**src/rtl/vt52_pkg.sv**
```systemverilog
`timescale 1ns / 1ps

package vt52_pkg;

  // Framing bytes and parameter window
  localparam logic [7:0] ESC_BYTE   = 8'd27;
  localparam logic [7:0] PARAM_BASE = 8'd32;
  localparam logic [7:0] PARAM_MAX  = 8'd127;
  localparam logic [7:0] CHAR_Y     = 8'h59;
  localparam logic [7:0] CHAR_LO_B  = 8'h62;
  localparam logic [7:0] CHAR_LO_C  = 8'h63;

  // Action codes
  localparam logic [4:0] ACT_NONE  = 5'd0;
  localparam logic [4:0] ACT_TEXT  = 5'd1;
  localparam logic [4:0] ACT_UP    = 5'd2;
  localparam logic [4:0] ACT_DOWN  = 5'd3;
  localparam logic [4:0] ACT_RIGHT = 5'd4;
  localparam logic [4:0] ACT_LEFT  = 5'd5;
  localparam logic [4:0] ACT_CLR   = 5'd6;
  localparam logic [4:0] ACT_HOME  = 5'd7;
  localparam logic [4:0] ACT_RLF   = 5'd8;
  localparam logic [4:0] ACT_ESC_J = 5'd9;
  localparam logic [4:0] ACT_ESC_K = 5'd10;
  localparam logic [4:0] ACT_ESC_L = 5'd11;
  localparam logic [4:0] ACT_ESC_M = 5'd12;
  localparam logic [4:0] ACT_CUP   = 5'd13;
  localparam logic [4:0] ACT_ESC_Z = 5'd14;
  localparam logic [4:0] ACT_FG    = 5'd15;
  localparam logic [4:0] ACT_BG    = 5'd16;
  localparam logic [4:0] ACT_LO_D  = 5'd17;
  localparam logic [4:0] ACT_LO_E  = 5'd18;
  localparam logic [4:0] ACT_LO_F  = 5'd19;
  localparam logic [4:0] ACT_LO_J  = 5'd20;
  localparam logic [4:0] ACT_LO_K  = 5'd21;
  localparam logic [4:0] ACT_LO_L  = 5'd22;
  localparam logic [4:0] ACT_LO_O  = 5'd23;
  localparam logic [4:0] ACT_LO_P  = 5'd24;
  localparam logic [4:0] ACT_LO_Q  = 5'd25;
  localparam logic [4:0] ACT_LO_V  = 5'd26;
  localparam logic [4:0] ACT_LO_W  = 5'd27;
  localparam logic [4:0] ACT_ANSI  = 5'd28;

  typedef enum logic [1:0] {
    MODE_NORMAL = 2'd0,
    MODE_START  = 2'd1,
    MODE_PARAM  = 2'd2
  } mode_t;

  typedef enum logic [1:0] {
    KIND_NONE = 2'd0,
    KIND_Y    = 2'd1,
    KIND_B    = 2'd2,
    KIND_C    = 2'd3
  } kind_t;

  // Decoder state carried between items
  typedef struct packed {
    mode_t      mode;
    kind_t      kind;
    logic [7:0] row_byte;
  } dec_state_t;

  // One result item
  typedef struct packed {
    logic [4:0] action;
    logic [7:0] text_byte;
    logic [6:0] param_row;
    logic [6:0] param_col;
  } result_t;

  // Map a plain escape letter to its action code
  function automatic logic [4:0] escape_code(input logic [7:0] c);
    logic [4:0] code;
    unique case (c)
      8'h41:   code = ACT_UP;     // A
      8'h42:   code = ACT_DOWN;   // B
      8'h43:   code = ACT_RIGHT;  // C
      8'h44:   code = ACT_LEFT;   // D
      8'h45:   code = ACT_CLR;    // E
      8'h48:   code = ACT_HOME;   // H
      8'h49:   code = ACT_RLF;    // I
      8'h4A:   code = ACT_ESC_J;
      8'h4B:   code = ACT_ESC_K;
      8'h4C:   code = ACT_ESC_L;
      8'h4D:   code = ACT_ESC_M;
      8'h5A:   code = ACT_ESC_Z;
      8'h64:   code = ACT_LO_D;
      8'h65:   code = ACT_LO_E;
      8'h66:   code = ACT_LO_F;
      8'h6A:   code = ACT_LO_J;
      8'h6B:   code = ACT_LO_K;
      8'h6C:   code = ACT_LO_L;
      8'h6F:   code = ACT_LO_O;
      8'h70:   code = ACT_LO_P;
      8'h71:   code = ACT_LO_Q;
      8'h76:   code = ACT_LO_V;
      8'h77:   code = ACT_LO_W;
      8'h3C:   code = ACT_ANSI;   // <
      default: code = ACT_NONE;
    endcase
    return code;
  endfunction

  function automatic logic param_ok(input logic [7:0] b);
    return (b >= PARAM_BASE) && (b <= PARAM_MAX);
  endfunction

endpackage

```
**src/rtl/vt52_decode.sv**
```systemverilog
`timescale 1ns / 1ps

module vt52_decode
  import vt52_pkg::*;
(
  input  dec_state_t cur,
  input  logic [7:0] rx_byte,
  output dec_state_t nxt,
  output result_t    res
);

  logic [7:0] row_off;
  logic [7:0] col_off;

  assign row_off = cur.row_byte - PARAM_BASE;
  assign col_off = rx_byte - PARAM_BASE;

  // Next decoder state
  always_comb begin
    nxt = cur;
    unique case (cur.mode)
      MODE_START: begin
        nxt.mode = MODE_NORMAL;
        if (rx_byte == CHAR_Y) begin
          nxt.kind     = KIND_Y;
          nxt.row_byte = 8'd0;
          nxt.mode     = MODE_PARAM;
        end else if (rx_byte == CHAR_LO_B) begin
          nxt.kind = KIND_B;
          nxt.mode = MODE_PARAM;
        end else if (rx_byte == CHAR_LO_C) begin
          nxt.kind = KIND_C;
          nxt.mode = MODE_PARAM;
        end
      end
      MODE_PARAM: begin
        unique case (cur.kind)
          KIND_Y: begin
            // a zero row byte leaves the row unread
            if (cur.row_byte == 8'd0) begin
              nxt.row_byte = rx_byte;
            end else begin
              nxt.mode = MODE_NORMAL;
            end
          end
          KIND_B, KIND_C: begin
            // wait until a usable colour byte arrives
            if (param_ok(rx_byte)) begin
              nxt.mode = MODE_NORMAL;
            end
          end
          default: nxt.mode = MODE_NORMAL;
        endcase
      end
      default: begin
        nxt.mode = (rx_byte == ESC_BYTE) ? MODE_START : MODE_NORMAL;
      end
    endcase
  end

  // Result for this item
  always_comb begin
    res = '0;
    unique case (cur.mode)
      MODE_START: begin
        if (rx_byte != CHAR_Y && rx_byte != CHAR_LO_B && rx_byte != CHAR_LO_C) begin
          res.action = escape_code(rx_byte);
        end
      end
      MODE_PARAM: begin
        unique case (cur.kind)
          KIND_Y: begin
            if (cur.row_byte != 8'd0 && param_ok(cur.row_byte) && param_ok(rx_byte)) begin
              res.action    = ACT_CUP;
              res.param_row = row_off[6:0];
              res.param_col = col_off[6:0];
            end
          end
          KIND_B, KIND_C: begin
            if (param_ok(rx_byte)) begin
              res.action    = (cur.kind == KIND_B) ? ACT_FG : ACT_BG;
              res.param_row = {3'd0, col_off[3:0]};
            end
          end
          default: res = '0;
        endcase
      end
      default: begin
        if (rx_byte != ESC_BYTE) begin
          res.action    = ACT_TEXT;
          res.text_byte = rx_byte;
        end
      end
    endcase
  end

endmodule

```
**src/rtl/vt52_escape_decoder_top.sv**
```systemverilog
`timescale 1ns / 1ps

// Channel  Direction  Handshake             Payload
// in_      input      in_valid / in_stall   in_rx_byte[7:0]
// out_     output     out_valid / out_stall out_action[4:0], out_text_byte[7:0],
//                                           out_param_row[6:0], out_param_col[6:0]
//
// One item per cycle while in_stall is low; each accepted item yields one registered result.
// The decode of one byte is one pass of combinational logic from the parse
// state registers and the input byte to the result register.
// Synchronous active-low reset returns the parser to normal text mode.
// A one-entry skid stage behind the result register absorbs one item while
// out_stall is high; in_stall rises only when that entry is occupied.

module vt52_escape_decoder_top
  import vt52_pkg::*;
(
  input  logic       clk,
  input  logic       rst_n,
  input  logic       in_valid,
  output logic       in_stall,
  input  logic [7:0] in_rx_byte,
  output logic       out_valid,
  input  logic       out_stall,
  output logic [4:0] out_action,
  output logic [7:0] out_text_byte,
  output logic [6:0] out_param_row,
  output logic [6:0] out_param_col
);

  dec_state_t state_r, state_nxt;
  result_t    dec_res;
  result_t    out_data_r, skid_data_r;
  logic       out_valid_r, out_valid_nxt;
  logic       skid_valid_r, skid_valid_nxt;
  logic       out_load, skid_load, accept, out_free;

  assign accept   = in_valid && !skid_valid_r;
  assign out_free = !out_valid_r || !out_stall;
  assign in_stall = skid_valid_r;

  vt52_decode u_decode (
    .cur     (state_r),
    .rx_byte (in_rx_byte),
    .nxt     (state_nxt),
    .res     (dec_res)
  );

  // Advance parse state on each accepted item
  always_ff @(posedge clk) begin
    if (!rst_n) begin
      state_r <= '{mode: MODE_NORMAL, kind: KIND_NONE, row_byte: 8'd0};
    end else if (accept) begin
      state_r <= state_nxt;
    end
  end

  // Steer results into the output register or hold them in the skid entry
  always_comb begin
    out_valid_nxt  = out_valid_r;
    skid_valid_nxt = skid_valid_r;
    out_load       = 1'b0;
    skid_load      = 1'b0;
    if (out_free) begin
      if (skid_valid_r) begin
        out_valid_nxt  = 1'b1;
        skid_valid_nxt = 1'b0;
        out_load       = 1'b1;
      end else begin
        out_valid_nxt = accept;
        out_load      = accept;
      end
    end else if (accept) begin
      skid_valid_nxt = 1'b1;
      skid_load      = 1'b1;
    end
  end

  always_ff @(posedge clk) begin
    if (!rst_n) begin
      out_valid_r  <= 1'b0;
      skid_valid_r <= 1'b0;
    end else begin
      out_valid_r  <= out_valid_nxt;
      skid_valid_r <= skid_valid_nxt;
    end
  end

  // Payload registers
  always_ff @(posedge clk) begin
    if (out_load) begin
      out_data_r <= skid_valid_r ? skid_data_r : dec_res;
    end
    if (skid_load) begin
      skid_data_r <= dec_res;
    end
  end

  assign out_valid     = out_valid_r;
  assign out_action    = out_data_r.action;
  assign out_text_byte = out_data_r.text_byte;
  assign out_param_row = out_data_r.param_row;
  assign out_param_col = out_data_r.param_col;

  // The skid entry is only ever filled behind a stalled result
  a_skid_behind_out: assert property (@(posedge clk) disable iff (!rst_n)
    skid_valid_r |-> out_valid_r)
    else $error("skid entry occupied with empty output register");

  // ESC in normal mode moves the parser to the escape-start state
  a_esc_start: assert property (@(posedge clk) disable iff (!rst_n)
    accept && state_r.mode == MODE_NORMAL && in_rx_byte == ESC_BYTE
    |=> state_r.mode == MODE_START)
    else $error("ESC did not open an escape sequence");

  // Text byte is zero unless the result prints text
  a_text_only: assert property (@(posedge clk) disable iff (!rst_n)
    out_valid_r && out_data_r.action != ACT_TEXT |-> out_data_r.text_byte == 8'd0)
    else $error("text byte set on a non-text result");

  // Column operand appears only with cursor addressing
  a_col_only_cup: assert property (@(posedge clk) disable iff (!rst_n)
    out_valid_r && out_data_r.action != ACT_CUP |-> out_data_r.param_col == 7'd0)
    else $error("column operand set on a non-cursor result");

endmodule
```
**config.mk**
```make
export PLATFORM = sky130hd
export DESIGN_NAME = vt52_escape_decoder_top
export DESIGN_NICKNAME = d
export VERILOG_FILES = /design/src/rtl/vt52_pkg.sv /design/src/rtl/vt52_decode.sv /design/src/rtl/vt52_escape_decoder_top.sv
export SDC_FILE = /design/constraint.sdc
export NUM_CORES = 1
export LEC_CHECK = 0
export BUFFER_PORTS_ARGS = -buffer_cell sky130_fd_sc_hd__clkbuf_2
export CAP_MARGIN = 10
export CORE_MARGIN = 3
export CORE_UTILIZATION = 50
export DETAILED_ROUTE_END_ITERATION = 8
export HOLD_SLACK_MARGIN = 0.02
export PLACE_DENSITY = 0.74
export SYNTH_ARGS = -nofsm -noshare
export SYNTH_HDL_FRONTEND = slang
export SYNTH_SLANG_ARGS = --single-unit
```
**constraint.sdc**
```tcl
create_clock -name clk -period 3.8 [get_ports clk]
set_clock_uncertainty 0.2 [all_clocks]
set_input_delay 0.19 -clock clk [delete_from_list [all_inputs] [get_ports clk]]
set_output_delay 0.19 -clock clk [all_outputs]
set_load 0.02 [all_outputs]
```
==> impl_metrics.ini, run 1 <==
[setup_path]
slowest_stage = dlygate4sd3_1
crit_family = simple AND/OR/NAND/NOR gates
path_max_fanout = 8
critPathKind = in2reg
slowest_delay_ns = 0.54
path_buf_inv = 2
arrival_ns = 2.45
path_common_cell = nand3b_1
cp.required_ns = 3.87
critical_path.startpoint_type = input port
path_cells = dlygate4sd3_1, clkbuf_2, nand3b_1, o41ai_1, nand3b_1, mux2i_1
critical_path.endpoint_type = flip-flop

[floorplan]
core_um2 = 6530
rows = 29
dieArea_um2 = 7930
start_util_pct = 52.8
die_w_um = 89.0
fp.dieH_um = 89.0
io_pins = 41

[pwr]
p_int_w = 0.00117
switchingPower_w = 0.000377
p_leak_nw = 1.41
power_frac_clock_pct = 37.8
pwr-share-comb_pct = 8.7
swShare_pct = 24.4
sequentialPowerShare_pct = 53.5
powerDensity_nw_per_um2 = 396
p_total_w = 0.00155
ir_drop_mv = 0.195

[route]
via_per_inst = 5.79
antenna_left = 0
wl_per_cell_um = 17.1
drtIter0Drc = 147
routed_wl_um = 7220
drt-pass1-iter-count = 4
drc = 0
num_vias = 2448

[clocking]
clock_sinks = 68
clock_tree.root_cell = clkbuf_8
clockBufferDepth = 2
cts_resized = 0
clkTransAtPathRegs_ns = 0.07
h-tree-depth = 3
cts_tree = yes
insertion_delay_ns = 0.35
numCtsBuffers = 9

[cells_and_area]
fill_cells = 542
nets = 355
syn_to_final_growth_pct = 13.4
fin_util_pct = 59.9
final_cell_mix = 54 x edfxtp_1, 44 x nand2_1, 40 x clkbuf_2
multi_input_area_um2 = 1440
seq_area_um2 = 1900
drive_gt1_share_pct = 27.2
antenna_cells = 0
layout_commonest_cell = edfxtp_1

[sta]
tns_ns = 0
period_minus_slack_ns = 2.38
min_period_over_period_pct = 62.6
rsz0062_at_grt = false
hold_viol_final = 0
setup_viol = 0
max-slew-margin-rel_pct = 63.9
max_freq_mhz = 420
timing_worst_slew_pin_value_ns = 0.540
report.final.slew_viol_count = 0

[logic_synthesis]
synth_seq_cells = 68
synthArstFlopShare_pct = 0
yosys_most_used_dff = edfxtp_1
ys_seq_area_share_pct = 55.2
syn_area_um2 = 3450
synthesis.nets = 315
ys_types = 57
synth_edf_count = 54
syn_area_per_cell_um2 = 11.5
synthCells = 301
yosysWarnings = 0

[placed_design]
io_buffers = 40
dp_hpwl_um = 4850
gp_congestion = 0.899

[run]
drv_cap = 0

[global_route]
grt_max_degree = 43
antenna_found_initial = 0
grtUsageTotal_pct = 19.6
grt_pass1_vias = 2279
gr-total-overflow = 0
grt_pass1_wl_um = 11600

[min_path]
hp-class = in2reg

[outcome]
status = finished clean
[power by group through the flow]
stage / combinational, W / clock [W] / sequential (W)
2_1_floorplan: 0.0000684 / 0 / 0.000869
3_3_place_gp: 0.000131 / 0 / 0.000845
3_5_place_dp: 0.000132 / 0 / 0.000846
4_1_cts: 0.000135 / 0.000601 / 0.000829
5_1_grt: 0.000147 / 0.000627 / 0.000831
6_report: 0.000135 / 0.000585 / 0.000829
[metrics by stage]
step | std cells | setup slack (ns) | instance area, um^2 | hold slack [ns]
global placement | 403 | 1.62 | 3680 | 0.264
finish | 423 | 1.42 | 3910 | 0.0536
floorplan | 301 | 0.671 | 3450 | 0.129
CTS | 423 | 1.52 | 3910 | 0.0432
detailed placement | 403 | 1.53 | 3680 | 0.276
global route | 423 | 1.33 | 3910 | 0.0590
[worst reg2reg max path: stages, from the launching register on]
cell	delay [ns]
dfxtp_1	0.30
buf_4	0.26
nand3b_1	0.31
o41ai_1	0.40
nand3b_1	0.45
mux2i_1	0.29
[state kept, by name (all words and copies together) (netlist names)]
register / flops
out_param_col: 7
in_stall: 1
out_valid: 1
out_text_byte: 8
out_action: 5
skid_data_r: 27
out_param_row: 7
state_r: 12
[layout make-up]
class	count	share of cell area (%)
clock inverters	6	1.63
clock buffers	10	3.26
multi-input cells	210	36.8
well taps	77	2.46
inverters	5	0.480
repair buffers	47	6.72
flip-flops and latches	68	48.6
[metal layers]
metal / vias to the layer above / global-route usage, % / share of wire (%)
met1: 1158 / 27.5 / 47
met5: - / 0 / 0
met4: 0 / 5.82 / 1.2
met3: 6 / 5.44 / 6.3
met2: 96 / 29.8 / 45
li1: 1188 / - / -
[worst paths after layout]
path | startpoint | depth (start not counted) | slack (ns) | to
setup / recovery | in_rx_byte[7] | 6 | 1.42 | state_r[3]$_SDFFE_PN0P_
hold / removal | rst_n | 3 | 0.05 | state_r[9]$_SDFFE_PN0P_
setup reg to reg | in_stall$_SDFFE_PP0P_ | 5 | 1.51 | state_r[3]$_SDFFE_PN0P_
hold reg to reg | state_r[0]$_SDFFE_PN0P_ | 2 | 0.29 | state_r[0]$_SDFFE_PN0P_
[kinds of logic (layout without fill, tap and decap cells)]
kind of cell	count (synthesis)	after routing	share of synthesized area [%]
simple gates	126	126	19.6
flops	68	68	55.2
compound gates	50	50	11.4
mux	30	30	9.36
buf+inv	23	68	3.30
fa+ha+maj	2	2	0.726
xor+xnor	2	2	0.508
[synthesized netlist by cell type, types with 2 or more instances]
cell type | count | area, um^2
a211oi_1 | 2 | 15.0
a21boi_1 | 2 | 15.0
a21oi_1 | 10 | 50.1
a31oi_1 | 3 | 18.8
and2_1 | 15 | 93.8
and2b_4 | 2 | 20.0
buf_1 | 3 | 11.3
buf_2 | 4 | 20.0
buf_4 | 6 | 45.0
clkbuf_1 | 5 | 18.8
dfxtp_1 | 14 | 280
edfxtp_1 | 54 | 1620
ha_1 | 2 | 25.0
inv_1 | 5 | 18.8
mux2_2 | 18 | 203
mux2i_1 | 12 | 120
nand2_1 | 44 | 165
nand2b_1 | 5 | 31.3
nand3_1 | 9 | 45.0
nand3b_1 | 3 | 22.5
nand4_1 | 2 | 12.5
nor2_1 | 16 | 60.1
nor2b_1 | 8 | 50.1
nor3_1 | 4 | 20.0
nor3b_1 | 2 | 15.0
nor3b_2 | 2 | 25.0
nor4_1 | 3 | 18.8
o21ai_0 | 4 | 20.0
o221ai_2 | 3 | 45.0
o31ai_1 | 10 | 75.1
or2_2 | 2 | 12.5
or3_1 | 2 | 12.5
[timing repair]
item | in CTS | in global routing
setup endpoints to repair | 0 | 0
buffers inserted | 0 | 0
hold buffers | 4 | 0
endpoints found under the hold margin | 4 | 0
No activity file was read; power rests on OpenSTA's default activity.
==> run 2: changes to the inputs <==
==> constraint.sdc (replaced) <==
create_clock -name clk -period 2.4 [get_ports clk]
set_clock_uncertainty 0.2 [all_clocks]
set_input_delay 0.12 -clock clk [delete_from_list [all_inputs] [get_ports clk]]
set_output_delay 0.12 -clock clk [all_outputs]
set_load 0.02 [all_outputs]
==> impl_metrics.ini, run 2 (synthesis gave the netlist of run 1 again) <==
[setup_path]
arrival_ns = 2.18
reg2reg_to = out_param_col[5]$_DFFE_PP_
reg2regPathDepth = 4
timing.rr.start = state_r[8]$_SDFFE_PN0P_
path_max_fanout = 16
cp.required_ns = 2.29
critPathKind = in2reg
critical_path.startpoint_type = input port
critical_path.endpoint_type = flip-flop
ff2ff_setup_slack_ns = 0.28

[floorplan]
fp.dieH_um = 89.0
io_pins = 41
rows = 29
core_um2 = 6530
start_util_pct = 52.8
die_w_um = 89.0
dieArea_um2 = 7930

[clocking]
clock_sinks = 68
insertion_delay_ns = 0.35
numCtsBuffers = 9
clock_tree.root_cell = clkbuf_8
h-tree-depth = 3
clkTransAtPathRegs_ns = 0.08
cts_tree = yes
clockBufferDepth = 2

[pwr]
p_int_w = 0.00175
ir_drop_mv = 0.268
power_frac_clock_pct = 34.6
pwr-share-comb_pct = 9.6
swShare_pct = 25.5
switchingPower_w = 0.000601
powerDensity_nw_per_um2 = 590
p_leak_nw = 1.46
sequentialPowerShare_pct = 55.8

[cells_and_area]
fin_cells = 434
fin_util_pct = 61.1
antenna_cells = 0
largest-register = skid_data_r
drive_gt1_share_pct = 27.7
nets = 366
layout_commonest_cell = edfxtp_1
final_cell_mix = 54 x edfxtp_1, 44 x nand2_1, 40 x clkbuf_2
fin_area_um2 = 3990
syn_to_final_growth_pct = 15.7
largest_reg_flops = 27

[outcome]
status = finished clean

[route]
wl_per_cell_um = 16.6
num_vias = 2502
drc = 0
met1_length_um = 3400
drt-pass1-iter-count = 5
routed_wl_um = 7190
antenna_left = 0
via_per_inst = 5.76
drtIter0Drc = 250
top_layer_used = met4
route.met2.wl_um = 3200
wl_met3_um = 471

[sta]
setup_viol = 0
timing_worst_slew_pin_value_ns = 0.558
max-slew-margin-rel_pct = 62.6
report.final.slew_viol_count = 0
rsz0062_at_grt = false
tns_ns = 0
max_freq_mhz = 437
hold_viol_final = 0
min_period_over_period_pct = 95.4
period_minus_slack_ns = 2.29
worst_slack_ns = 0.110

[global_route]
gr-total-overflow = 0
grt_max_degree = 29
grt_pass1_wl_um = 11800
grtUsageTotal_pct = 19.9
antenna_found_initial = 0
grt_pass1_vias = 2312

[min_path]
min_from = in_rx_byte[2]
hp-class = in2reg
holdPathEnd = state_r[2]$_SDFFE_PN0P_
whs_path_depth = 3

[run]
drv_cap = 0

[placed_design]
postPlaceCellArea_um2 = 3720
post-place-ws_ns = 0.291
dp_hpwl_um = 4870
dp.cells = 407
io_buffers = 40
gp_congestion = 0.866
run 2: cell types whose count changed in the layout (fill, tap and decap cells not counted), sizes merged:
| cell | change |
|---|---|
| dlygate4sd3 | +6 |
| buf | +5 |
| clkinv | +2 |
| bufinv | -1 |
| clkbuf | -1 |
run 2: layout make-up:
cell class / instances / area [um^2]
clock inverter: 7 / 42.5
tap: 77 / 96.3
clock buffer: 9 / 124
timing repair buffer: 58 / 360
sequential: 68 / 1900
multi-input combinational: 210 / 1450
fill: 539 / 2540
inverter: 5 / 18.8
run 2: stage by stage:
step,hold WS [ns],total power (W)
after floorplan,0.0588,0.00149
final,0.0248,0.00235
after detailed placement,0.275,0.00155
after global routing,0.0569,0.00245
after CTS,0.0276,0.00236
after global placement,0.264,0.00155
run 2: power groups by stage:
stage                     registers [W]  logic, W  clock network [W]
after global placement          0.00134  0.000210                  0
after CTS                       0.00131  0.000227           0.000824
after floorplan                 0.00138  0.000110                  0
after global routing            0.00132  0.000248           0.000882
after detailed placement        0.00134  0.000213                  0
final                           0.00131  0.000226           0.000815
run 2: what timing repair did:
action	CTS	global route
setup buffers	0	1
setup endpoints to repair	0	8
hold buffers	10	0
gates resized for setup	0	0
endpoints found under the hold margin	13	0
run 2: how the worst max path moves through the flow:
stage / start / end / slack (ns)
finish: in_rx_byte[1] / out_action[0]$_DFFE_PP_ / 0.11
global route: in_rx_byte[6] / out_action[0]$_DFFE_PP_ / 0.03
CTS: in_rx_byte[1] / state_r[4]$_SDFFE_PN0P_ / 0.12
detailed placement: in_rx_byte[5] / state_r[4]$_SDFFE_PN0P_ / 0.29
global placement: in_rx_byte[5] / state_r[4]$_SDFFE_PN0P_ / 0.34
floorplan: out_valid$_SDFFE_PN0P_ / skid_data_r[0]$_DFFE_PP_ / 0.01
run 2: metal layers:
| metal | track usage [%] | vias up |
|---|---|---|
| met4 | 6.22 | 0 |
| met1 | 28.2 | 1183 |
| met5 | 0 | - |
| met2 | 29.1 | 90 |
| li1 | - | 1215 |
| met3 | 6.27 | 14 |
run 2: critical path, cell delays in order:
cell and delay (ns):
dlygate4sd3_1 0.53, clkbuf_2 0.26, and2b_4 0.35, a31oi_4 0.10, o21ai_2 0.33, a31oi_1 0.13, o41a_1 0.35
